**config.mk**
```make
export PLATFORM = sky130hd
export DESIGN_NAME = nps_dist
export DESIGN_NICKNAME = d
export VERILOG_FILES = /design/src/sv/nearest_palette_search_macros.svh /design/src/sv/nps_pkg.sv /design/src/sv/nps_dist.sv
export SDC_FILE = /design/constraint.sdc
export NUM_CORES = 1
export LEC_CHECK = 0
export BUFFER_PORTS_ARGS = -buffer_cell sky130_fd_sc_hd__buf_2
export CORE_MARGIN = 4
export CORE_UTILIZATION = 60
export DETAILED_ROUTE_END_ITERATION = 7
export PLACE_DENSITY = 0.78
export SLEW_MARGIN = 5
export SYNTH_ARGS = -nofsm -noshare
export SYNTH_HDL_FRONTEND = slang
export SYNTH_SLANG_ARGS = --single-unit
```
**constraint.sdc**
```tcl
create_clock -name i_clk -period 5 [get_ports i_clk]
set_input_delay 0.5 -clock i_clk [delete_from_list [all_inputs] [get_ports i_clk]]
set_output_delay 0.5 -clock i_clk [all_outputs]
set_load 0.03 [all_outputs]
```
**src/sv/nearest_palette_search_macros.svh**
```systemverilog
// Assertion macros for the palette search RTL.
`ifndef NEAREST_PALETTE_SEARCH_MACROS_SVH
`define NEAREST_PALETTE_SEARCH_MACROS_SVH

// Same-cycle implication, sampled on i_clk and quiet while i_rst_n is low.
`define NPS_ASSERT_NOW(label, ante, cons, msg) \
    label: assert property (@(posedge i_clk) disable iff (!i_rst_n) (ante) |-> (cons)) \
        else $error(msg);

// Next-cycle implication, sampled on i_clk and quiet while i_rst_n is low.
`define NPS_ASSERT_NEXT(label, ante, cons, msg) \
    label: assert property (@(posedge i_clk) disable iff (!i_rst_n) (ante) |=> (cons)) \
        else $error(msg);

`endif

```
**src/sv/nps_pkg.sv**
```systemverilog
// Types and constants of the nearest palette search block.
package nps_pkg;

    localparam int CH_W   = 8;   // stored channel width
    localparam int PT_W   = 10;  // query channel width, two's complement
    localparam int SIZE_W = 9;   // palette size register width
    localparam int OUT_W  = 8;   // result index width
    localparam int ABS_W  = 9;   // magnitude of a channel difference
    localparam int SQ_W   = 2 * ABS_W;
    localparam int DIST_W = SQ_W + 2;
    localparam int NCH    = 4;

    localparam logic [DIST_W-1:0] DIST_MAX = '1;

    localparam logic OP_LOAD  = 1'b0;
    localparam logic OP_QUERY = 1'b1;

    typedef enum logic [1:0] {
        ST_IDLE,
        ST_SCAN,
        ST_DRAIN,
        ST_FINISH
    } t_state;

    // Channel 0 is red, then green, blue, alpha.
    typedef logic [NCH-1:0][PT_W-1:0] t_point;
    typedef logic [NCH-1:0][CH_W-1:0] t_entry;

    // Magnitude of a query channel minus a stored channel.
    function automatic logic [ABS_W-1:0] abs_diff(input logic [PT_W-1:0] p,
                                                  input logic [CH_W-1:0] e);
        logic [PT_W:0] d;
        logic [PT_W:0] m;
        d = {p[PT_W-1], p} - (PT_W + 1)'(e);
        m = d[PT_W] ? (~d + 1'b1) : d;
        return m[ABS_W-1:0];
    endfunction

endpackage

```
**src/sv/nps_dist.sv**
```systemverilog
// Three-stage squared Euclidean distance pipeline over four channels.
module nps_dist #(
    parameter int AW = 8
) (
    input  logic                        i_clk,
    input  logic                        i_rst_n,
    input  nps_pkg::t_point             i_point,
    input  logic                        i_valid,
    input  logic [AW-1:0]               i_idx,
    input  nps_pkg::t_entry             i_entry,
    output logic                        o_valid,
    output logic [AW-1:0]               o_idx,
    output logic [nps_pkg::DIST_W-1:0]  o_dist,
    output logic                        o_busy
);

    import nps_pkg::*;

    logic [NCH-1:0][ABS_W-1:0] r_abs;
    logic [NCH-1:0][SQ_W-1:0]  r_sq;
    logic [DIST_W-1:0]         r_sum;
    logic [2:0]                r_vld;
    logic [AW-1:0]             r_idx1;
    logic [AW-1:0]             r_idx2;
    logic [AW-1:0]             r_idx3;

    always_ff @(posedge i_clk) begin
        if (!i_rst_n) begin
            r_vld <= '0;
        end else begin
            r_vld <= {r_vld[1:0], i_valid};
        end
    end

    always_ff @(posedge i_clk) begin
        for (int k = 0; k < NCH; k++) begin
            r_abs[k] <= abs_diff(i_point[k], i_entry[k]);
            r_sq[k]  <= SQ_W'(r_abs[k]) * SQ_W'(r_abs[k]);
        end
        r_sum  <= DIST_W'(r_sq[0]) + DIST_W'(r_sq[1])
                + DIST_W'(r_sq[2]) + DIST_W'(r_sq[3]);
        r_idx1 <= i_idx;
        r_idx2 <= r_idx1;
        r_idx3 <= r_idx2;
    end

    assign o_valid = r_vld[2];
    assign o_idx   = r_idx3;
    assign o_dist  = r_sum;
    assign o_busy  = |r_vld;

endmodule

```
==> Flow_metrics.wiki, run 1 <==
{| class="wikitable"
! Metric !! Value
|-
| Post-route fraction of the period consumed by the critical path || 0.943
|-
| Register cell area after layout || 0.00302 mm2
|-
| Layer with the highest usage || met2
|-
| TritonCTS buffer count || 17
|-
| Fraction of post-synthesis cell area in the top cell type by area || 0.229
|-
| Top Family by Delay on Critical Path || adder cells
|-
| Startpoint of the worst hold path || i_idx[1]
|-
| Sequential element share of the synthesized area || 0.202
|-
| Clock insertion delay at the later pin of the skew report || approximately 430 ps
|-
| Post-synth ARST share || 0
|-
| Die extent in y || between 150 and 200 um
|-
| Initial core utilization || 0.613
|-
| Count of inserted antenna diode cells || 0
|-
| HPWL after detailed placement || 24000 um
|-
| Buffers plus inverters on the worst setup path || 4
|-
| CTS Root Buffer Type || clkbuf_16
|-
| Ratio of cells with drive above 1 in the final layout || 0.0926
|-
| I/O Buffers || between 100 and 150
|-
| Global route total overflow || 0
|-
| Required time at the endpoint of the critical path || between 5000 and 6000 ps
|-
| Clock transition at path regs || about 70 ps
|-
| Mean instance size in the synthesized netlist || 9.06 um2
|-
| Number of instances in the synthesized netlist || between 1.5k and 2k
|-
| Met2 usage || 0.378
|-
| Number of fill cells || 1979
|-
| Register-to-register setup slack || 290 ps
|-
| Largest stage delay on the critical path || 550 ps
|-
| Cell types with the largest area share after synthesis || fa_1 (23%), dfxtp_1 (20%), ha_1 (16%), inv_1 (8.9%), xnor2_1 (4.9%)
|-
| CP Capture Type || register
|-
| Number of buffers on the longest clock path || 2
|-
| Number of synthesized register bits || between 150 and 200
|-
| Critical R2R Launch || r_abs[15]
|-
| Hold Crit Depth || 1
|-
| Commonest cells after routing, fill and taps aside || inv_1 (354), ha_1 (194), fa_1 (171), dfxtp_1 (150), buf_2 (112)
|-
| Cell-by-cell trace of the critical path || and2_1, inv_1, fa_1, inv_1, fa_1, inv_1, fa_1, fa_1, inv_1, ha_1, o21ai_0, a21boi_0, o21a_1, o41ai_4, nor3_1, a311o_1
|-
| Number of nets in the finished design || 2217
|-
| Floorplan row count || 57
|-
| Core Footprint || ~0.024 mm2
|-
| Worst Setup Start Kind || register
|-
| Via count of the first global-routing pass || 11.4k
|-
| End point of the worst hold path || r_idx1[1]
|-
| Number of distinct library cells after synthesis || 62
|-
| Status || complete, no violations
|-
| Met1 routing resource usage after global routing || 0.284
|-
| Number of hold violations in the final report || 0
|-
| Multi-input combinational cell area || between 0.01 and 0.015 mm2
|-
| Via count || between 10k and 15k
|-
| Minimum period implied by the final worst setup slack || roughly 4700 ps
|-
| Ys Warns || 0
|-
| Mapped Area || approximately 0.015 mm2
|-
| Max-cap violations || 0
|-
| Wirelength, routed || 28800 um
|-
| Slew at the pin with the worst max-slew slack || between 600 and 700 ps
|-
| Unrepaired setup endpoints after global routing || no
|-
| Clock tree skew after final layout || ~10 ps
|-
| Remaining DRCs || 0
|-
| Critical path arrival || 5020 ps
|-
| Number of placed I/O pins || about 110
|-
| Clock tree from TritonCTS || done
|-
| Post-layout instance area || 0.0165 mm2
|-
| Via density per instance || between 5 and 6
|-
| Met3 global-route usage || 0.0438
|-
| Top FF cell, synth || dfxtp_1
|-
| Worst Path Class, Setup || reg -> reg
|-
| Cell taking the most area after synthesis || fa_1
|-
| H-tree lvl count || 4
|-
| Wire length of the first global-routing pass || 51000 um
|-
| Slowest stage cell on the critical path || dfxtp_1
|-
| Die footprint || 0.0275 mm2
|-
| Detail Route Antenna Nets || 0
|-
| Antenna violations before repair || 0
|-
| Reg2reg end || r_sq[32]
|-
| Maximum number of pins on one net before global-route repair || 17
|-
| Iteration-0 DRC count of the detailed router || 420
|-
| Setup TNS || 0 ps
|-
| Gpl congestion || 0.857
|-
| Horizontal die dimension || around 170 um
|-
| Placed instance area || 0.0159 mm2
|-
| Worst-case reg-to-reg path depth || 16
|-
| Layout overhead on the synthesized area || 10.2%
|-
| Most frequent standard cell in the layout excluding fill and tap cells || inv_1
|-
| Number of detailed-routing iterations run before antenna repair || 5
|-
| Achievable frequency || roughly 210 MHz
|-
| Routed WL per cell || 13.7 um
|-
| Setup Buffers After CTS || 0
|-
| Max Fanout on Critical Path || 11
|-
| Number of max-slew violations in the final report || 0
|-
| Number of flops mapped to enable cells by yosys || 0
|-
| Hold Path Class || in -> reg
|-
| Worst slew margin relative to its limit || 0.593
|-
| Clock sink count || between 150 and 200
|-
| GRT Total Usage || 0.218
|-
| Setup violations, final || 0
|}
synthesized netlist by cell type, types with 22 or more instances:
cell / count
nor2_1: 99
and2_1: 83
a21oi_1: 76
xor2_1: 50
dfxtp_1: 151
xnor2_1: 84
o21ai_0: 51
ha_1: 194
fa_1: 171
nand2_1: 86
inv_1: 354
nor2b_1: 22
registers in the layout, summed over array words and instances, names as in the netlist:
register and flops:
o_dist 20, r_abs 36, r_idx2 8, r_idx1 8
r_vld 3, o_idx 8, r_sq 68
worst max path at each step:
| stage | cells after the start | endpoint | slack [ps] | from |
|---|---|---|---|---|
| 2_1_floorplan | 16 | r_sq[51] | 510 | r_abs[24] |
| 3_3_place_gp | 16 | r_sq[33] | 410 | r_abs[15] |
| 3_5_place_dp | 17 | r_sq[32] | 270 | r_abs[11] |
| 4_1_cts | 17 | r_sq[32] | 200 | r_abs[11] |
| 5_1_grt | 17 | r_sq[32] | 10 | r_abs[11] |
| 6_report | 16 | r_sq[32] | 290 | r_abs[15] |
metrics by stage:
step	setup WS [ps]	util	hold slack, ps	instances
2_1_floorplan	510	-	310	1652
3_3_place_gp	414	0.651	310	2074
3_5_place_dp	270	0.651	312	2074
4_1_cts	201	0.675	157	2106
5_1_grt	10.2	0.676	145	2106
6_report	287	0.676	168	2106
routing by layer:
metal,up-vias,part of all wire
met5,-,0
met1,5246,0.45
li1,5470,-
met3,37,0.040
met2,213,0.50
met4,0,0.017
kinds of logic after synthesis:
group | share of synthesized area
fa+ha+maj | 0.391
compound gates | 0.103
simple gates | 0.126
flops | 0.202
xor+xnor | 0.0785
mux | 0.00485
other cells | 0.000502
buf+inv | 0.0936
area by class of cell:
| cell class | count | share of cell area |
|---|---|---|
| Multi-Input combinational cell | 1128 | 0.640 |
| Sequential cell | 151 | 0.183 |
| Inverter | 354 | 0.0806 |
| Timing Repair Buffer | 117 | 0.0363 |
| Clock buffer | 18 | 0.0266 |
| Tap cell | 324 | 0.0246 |
| Clock inverter | 14 | 0.00805 |
repair_timing:
action	CTS	global route
gates resized for setup	0	5
endpoints found under the setup margin	0	7
hold buffers	0	0
Power of run 1 is not shown: default switching activity piles up to over one toggle a cycle in this logic, so the estimate is an artifact.
==> run 2, diff against run 1 <==
clock period = 5.1 ns   (was 5 ns; I/O delays follow)
==> run 2 against run 1 <==
  * Maximum frequency fell by 1.8%
  * Wire length barely moved
  * Cell area fell by 0.23%
  * Register-to-register slack barely moved
  * Setup slack improved by 13 ps
  * Critical path depth did not move
  * Sequential share of layout area barely moved
  * Sequential cell count did not move
  * Clock skew rose by 1.7 ps
  * Critical path type unchanged
==> Flow_metrics.wiki, run 2 (synthesis gave the netlist of run 1 again) <==
{| class="wikitable"
! Metric !! Value
|-
| CTS Root Buffer Type || clkbuf_16
|-
| Register containing the most flip-flops in the final layout || r_sq
|-
| H-tree lvl count || 4 (unchanged)
|-
| Critical path arrival || 5110 ps (+90 ps)
|-
| Gpl congestion || 0.855 (-0.23%)
|-
| Filler-free cell count of the finished design || 2102 (-0.19%)
|-
| Routed metal-1 wire length || 12700 um (-1.2%)
|-
| Max-cap violations || 0 (unchanged)
|-
| Levels on crit path || 16 (unchanged)
|-
| Via count of the first global-routing pass || 11.5k (+0.67%)
|-
| Placed cell count || 2071 (-0.14%)
|-
| Slew at the pin with the worst max-slew slack || 611 ps (+0.517 ps)
|-
| End point of the worst hold path || r_idx1[3]
|-
| Clock insertion delay at the later pin of the skew report || 430 ps (about the same)
|-
| Cell-by-cell trace of the critical path || and2_1, inv_1, fa_1, inv_1, fa_1, inv_1, fa_1, fa_1, inv_1, ha_1, o21ai_0, a21boi_0, o21a_1, o41ai_2, nor3_1, a311o_1
|-
| Wirelength, routed || 28800 um (about the same)
|-
| Highest Signal Layer || met4
|-
| Count of inserted antenna diode cells || 0 (unchanged)
|-
| Clock tree skew after final layout || 11.9 ps (+1.67 ps)
|-
| Hold Path Class || in -> reg
|-
| Number of buffers on the longest clock path || 2 (unchanged)
|-
| Maximum number of pins on one net before global-route repair || 17 (unchanged)
|-
| TritonCTS buffer count || 17 (unchanged)
|-
| Flip-flop count of the largest register, all copies and words added || 68 (unchanged)
|-
| Horizontal die dimension || 166 um (unchanged)
|-
| Hold buffer count at cts || 0 (unchanged)
|-
| CP Capture Type || register
|-
| Antenna violations before repair || 0 (unchanged)
|-
| Routed WL per cell || 13.7 um (+0.26%)
|-
| Number of placed I/O pins || 113 (unchanged)
|-
| Number of hold violations in the final report || 0 (unchanged)
|-
| Met2 routed wirelength || 14300 um (-0.20%)
|-
| Achievable frequency || 208 MHz (-1.8%)
|-
| Global route total overflow || 0 (unchanged)
|-
| Critical R2R Launch || r_abs[15]
|-
| Wire length of the first global-routing pass || 51200 um (+0.45%)
|-
| Unrepaired setup endpoints after global routing || no
|-
| Reg2reg end || r_sq[32]
|-
| HPWL after detailed placement || 23800 um (-0.69%)
|-
| Iteration-0 DRC count of the detailed router || 455 (+8.3%)
|-
| Most frequent standard cell in the layout excluding fill and tap cells || inv_1
|-
| Via count || 10.9k (-0.16%)
|-
| Met3 Routed Length || 1230 um (+8.3%)
|-
| Post-route fraction of the period consumed by the critical path || 0.941 (-0.00142)
|-
| Layout overhead on the synthesized area || 9.97%
|-
| Worst Setup Start Kind || register
|-
| Register-to-register setup slack || 300 ps (about the same)
|-
| Die footprint || 0.0275 mm2 (unchanged)
|-
| I/O Buffers || 112 (unchanged)
|-
| Max Fanout on Critical Path || 11 (unchanged)
|-
| Status || complete, no violations
|-
| Buffers plus inverters on the worst setup path || 4 (unchanged)
|-
| Ratio of cells with drive above 1 in the final layout || 0.0894 (-0.00317)
|-
| Worst slew margin relative to its limit || 0.592 (about the same)
|-
| Minimum period implied by the final worst setup slack || 4800 ps (+87.0 ps)
|-
| Clock transition at path regs || 70 ps (about the same)
|-
| Clock tree from TritonCTS || done
|-
| Slowest stage cell on the critical path || dfxtp_1
|-
| Hold Crit Depth || 1 (unchanged)
|-
| Worst-case reg-to-reg path depth || 16 (unchanged)
|-
| Top Family by Delay on Critical Path || adder cells
|-
| Clock sink count || 151 (unchanged)
|-
| Die extent in y || 166 um (unchanged)
|-
| Largest stage delay on the critical path || 550 ps (about the same)
|-
| Floorplan row count || 57 (unchanged)
|-
| Commonest cells after routing, fill and taps aside || inv_1 (354), ha_1 (194), fa_1 (171), dfxtp_1 (150), buf_2 (112)
|-
| Detail Route Antenna Nets || 0 (unchanged)
|-
| Worst Path Class, Setup || reg -> reg
|-
| Setup TNS || 0 ps (unchanged)
|-
| Initial core utilization || 0.613 (unchanged)
|-
| Number of max-slew violations in the final report || 0 (unchanged)
|-
| Remaining DRCs || 0 (unchanged)
|-
| Core Footprint || 0.0244 mm2 (unchanged)
|-
| Setup violations, final || 0 (unchanged)
|-
| Startpoint of the worst hold path || i_idx[3]
|-
| Number of detailed-routing iterations run before antenna repair || 5 (unchanged)
|-
| GRT Total Usage || 0.219 (+0.000865)
|-
| Via density per instance || 5.21 (about the same)
|-
| Number of nets in the finished design || 2214 (-0.14%)
|-
| Required time at the endpoint of the critical path || 5410 ps (+100 ps)
|}
-- run 2: layout make-up --
type | count | area (um2)
inverter | 354 | 1330
fill | 2001 | 7950
multi-input combinational | 1128 | 10500
clock inverter | 13 | 138
sequential | 151 | 3020
tap | 324 | 405
clock buffer | 18 | 439
timing repair buffer | 114 | 576
-- run 2: worst register-to-register path, delay by kind of cell, from the launching register on --
family	cells	cell delay [ps]
simple gates	2	350
fa+ha+maj	5	2350
compound gates	5	1230
buf+inv	4	210
flops	1	550
-- run 2: timing repair --
item / in CTS / in global routing
resized for setup: 0 / 1
buffers inserted: 0 / 0
endpoints found under the setup margin: 0 / 2
hold endpoints to repair: 0 / 0
-- run 2: per-layer routing --
layer | vias up | global-route usage
li1 | 5445 | -
met1 | 5238 | 0.279
met2 | 220 | 0.383
met3 | 46 | 0.0407
met4 | 0 | 0.0628
met5 | - | 0
-- run 2: worst max-delay path by stage --
stage                         start        to  slack [ps]
final                     r_abs[15]  r_sq[32]         300
after detailed placement  r_abs[11]  r_sq[32]         360
after global placement    r_abs[11]  r_sq[33]         510
after CTS                 r_abs[24]  r_sq[53]         270
after floorplan           r_abs[24]  r_sq[51]         610
after global routing      r_abs[33]  r_sq[69]          50
-- run 2: through the flow --
step	cell area (um2)	hold WS (ps)	utilization	setup WS, ps
finish	16400	188	0.674	300
floorplan	15000	310	-	610
global route	16400	172	0.674	46.6
CTS	16400	173	0.674	273
global placement	15900	310	0.651	510
detailed placement	15900	312	0.651	355
Power of run 2 is left out for the same reason.
==> run 3, diff against run 2 <==
==> constraint.sdc (replaced) <==
create_clock -name i_clk -period 5.1 [get_ports i_clk]
set_input_delay 0.255 -clock i_clk [delete_from_list [all_inputs] [get_ports i_clk]]
set_output_delay 0.255 -clock i_clk [all_outputs]
set_load 0.03 [all_outputs]
==> run 3 against run 2 <==
  * First-iteration DRC count up 2.0%
  * Via count is 0.11% higher
  * Maximum frequency is essentially flat
  * Cell count is 0.38% higher
  * Sequential share of layout area fell by 0.089 points
  * Clock skew is essentially flat
  * Critical endpoint unchanged
  * Hold slack got worse by 140 ps
  * Setup slack better by 1.4 ps
  * Count of clock-buffer cells in the layout is the same
==> Flow_metrics.wiki, run 3 (synthesis gave the netlist of run 1 again) <==
{| class="wikitable"
! Metric !! Value
|-
| Via density per instance || 5.19 (-0.27%)
|-
| Worst slew margin relative to its limit || 0.592 (unchanged)
|-
| Die extent in y || 166 um (unchanged)
|-
| Hold Crit Depth || 2 (+1)
|-
| Iteration-0 DRC count of the detailed router || 464 (+2.0%)
|-
| Gpl congestion || 0.855 (unchanged)
|-
| Placed cell count || 2071 (unchanged)
|-
| Slew at the pin with the worst max-slew slack || 611 ps (unchanged)
|-
| Clock transition at path regs || 70 ps (about the same)
|-
| GRT Total Usage || 0.220 (+0.00102)
|-
| Die footprint || 0.0275 mm2 (unchanged)
|-
| Clock tree from TritonCTS || done
|-
| Post-route fraction of the period consumed by the critical path || 0.941 (about the same)
|-
| Number of fill cells || 1991 (-0.50%)
|-
| Core Footprint || 0.0244 mm2 (unchanged)
|-
| Status || complete, no violations
|-
| Worst-case reg-to-reg path depth || 16 (unchanged)
|-
| TritonCTS buffer count || 17 (unchanged)
|-
| CTS Root Buffer Type || clkbuf_16
|-
| Number of hold violations in the final report || 0 (unchanged)
|-
| Hold Path Class || in -> reg
|-
| Clock sink count || 151 (unchanged)
|-
| Max Fanout on Critical Path || 11 (unchanged)
|-
| Flip-flop count of the largest register, all copies and words added || 68 (unchanged)
|-
| Via count || 11.0k (+0.11%)
|-
| Initial core utilization || 0.613 (unchanged)
|-
| Multi-input combinational cell area || 0.0105 mm2 (unchanged)
|-
| Critical path arrival || 5110 ps (about the same)
|-
| Number of detailed-routing iterations run before antenna repair || 5 (unchanged)
|-
| Number of buffers on the longest clock path || 2 (unchanged)
|-
| Achievable frequency || 208 MHz (about the same)
|-
| Unrepaired setup endpoints after global routing || no
|-
| Register-to-register setup slack || 300 ps (about the same)
|-
| Routed WL per cell || 13.7 um (about the same)
|-
| H-tree lvl count || 4 (unchanged)
|-
| Register cell area after layout || 0.00302 mm2 (unchanged)
|-
| Setup TNS || 0 ps (unchanged)
|-
| Clock tree skew after final layout || 12.0 ps (+0.129 ps)
|-
| I/O Buffers || 112 (unchanged)
|-
| Number of max-slew violations in the final report || 0 (unchanged)
|-
| HPWL after detailed placement || 23800 um (unchanged)
|-
| Antenna violations before repair || 0 (unchanged)
|-
| Setup Buffers After CTS || 0 (unchanged)
|-
| Via count of the first global-routing pass || 11.5k (+0.38%)
|-
| Horizontal die dimension || 166 um (unchanged)
|-
| Global route total overflow || 0 (unchanged)
|-
| End point of the worst hold path || r_vld[0]
|-
| Wire length of the first global-routing pass || 51500 um (+0.50%)
|-
| Most frequent standard cell in the layout excluding fill and tap cells || inv_1
|-
| CP Capture Type || register
|-
| Filler-free cell count of the finished design || 2110 (+0.38%)
|-
| Ratio of cells with drive above 1 in the final layout || 0.0890 (-0.000401)
|-
| Number of nets in the finished design || 2222 (+0.36%)
|-
| Number of placed I/O pins || 113 (unchanged)
|-
| Critical R2R Launch || r_abs[15]
|-
| Floorplan row count || 57 (unchanged)
|-
| Remaining DRCs || 0 (unchanged)
|-
| Maximum number of pins on one net before global-route repair || 17 (unchanged)
|-
| Clock insertion delay at the later pin of the skew report || 430 ps (about the same)
|-
| Reg2reg end || r_sq[32]
|-
| Register containing the most flip-flops in the final layout || r_sq
|-
| Max-cap violations || 0 (unchanged)
|-
| Commonest cells after routing, fill and taps aside || inv_1 (354), ha_1 (194), fa_1 (171), dfxtp_1 (150), buf_2 (112)
|-
| Count of inserted antenna diode cells || 0 (unchanged)
|-
| Layout overhead on the synthesized area || 10.5%
|-
| Worst Setup Start Kind || register
|-
| Startpoint of the worst hold path || i_valid
|-
| Minimum period implied by the final worst setup slack || 4800 ps (-1.41 ps)
|-
| Setup violations, final || 0 (unchanged)
|-
| Required time at the endpoint of the critical path || 5410 ps (about the same)
|-
| Worst Path Class, Setup || reg -> reg
|-
| Detail Route Antenna Nets || 0 (unchanged)
|-
| Wirelength, routed || 28900 um (+0.36%)
|}
-- run 3: changes by cell type in the layout (fill, tap and decap cells not counted) --
cell | before | now
dlygate4sd3_1 | 0 | 8
-- run 3: critical path: stages, from the launching register on --
cell      delay [ps]
dfxtp_1          550
and2_1           230
inv_1             70
fa_1             500
inv_1             50
fa_1             510
inv_1             50
fa_1             460
fa_1             550
inv_1             40
ha_1             320
o21ai_0          120
a21boi_0         160
o21a_1           220
o41ai_2          400
nor3_1           110
a311o_1          330
-- run 3: layout make-up --
class / count / share of cell area
Inverter: 354 / 0.0804
Clock buffer: 18 / 0.0266
Tap cell: 324 / 0.0245
Sequential cell: 151 / 0.183
Clock inverter: 13 / 0.00833
Timing Repair Buffer: 122 / 0.0397
Multi-Input combinational cell: 1128 / 0.637
-- run 3: routing by layer --
metal	GRT usage	up-vias	part of all wire
met5	0	-	0
met4	0.0628	0	0.021
met3	0.0405	46	0.042
met2	0.386	219	0.50
met1	0.280	5234	0.44
li1	-	5462	-
-- run 3: repair_timing --
item                       4_1_cts  5_1_grt
resized for setup                0        1
hold endpoints to repair         8        0
hold buffers                     8        0
setup endpoints to repair        0        2
-- run 3: stage by stage --
step                utilization  cell area [um2]  hold slack [ps]  setup WS (ps)
global route              0.678            16500             59.2           46.6
finish                    0.678            16500             49.8            301
CTS                       0.677            16500             37.7            273
floorplan                     -            15000              283            610
global placement          0.651            15900              310            510
detailed placement        0.651            15900              312            355
-- run 3: worst max-delay path by stage --
stage | start | to | slack, ps | cells past startpoint
after floorplan | r_abs[24] | r_sq[51] | 610 | 16
after global placement | r_abs[11] | r_sq[33] | 510 | 17
after detailed placement | r_abs[11] | r_sq[32] | 360 | 17
after CTS | r_abs[24] | r_sq[53] | 270 | 15
after global routing | r_abs[33] | r_sq[69] | 50 | 15
final | r_abs[15] | r_sq[32] | 300 | 16
Power of run 3 is left out for the same reason.
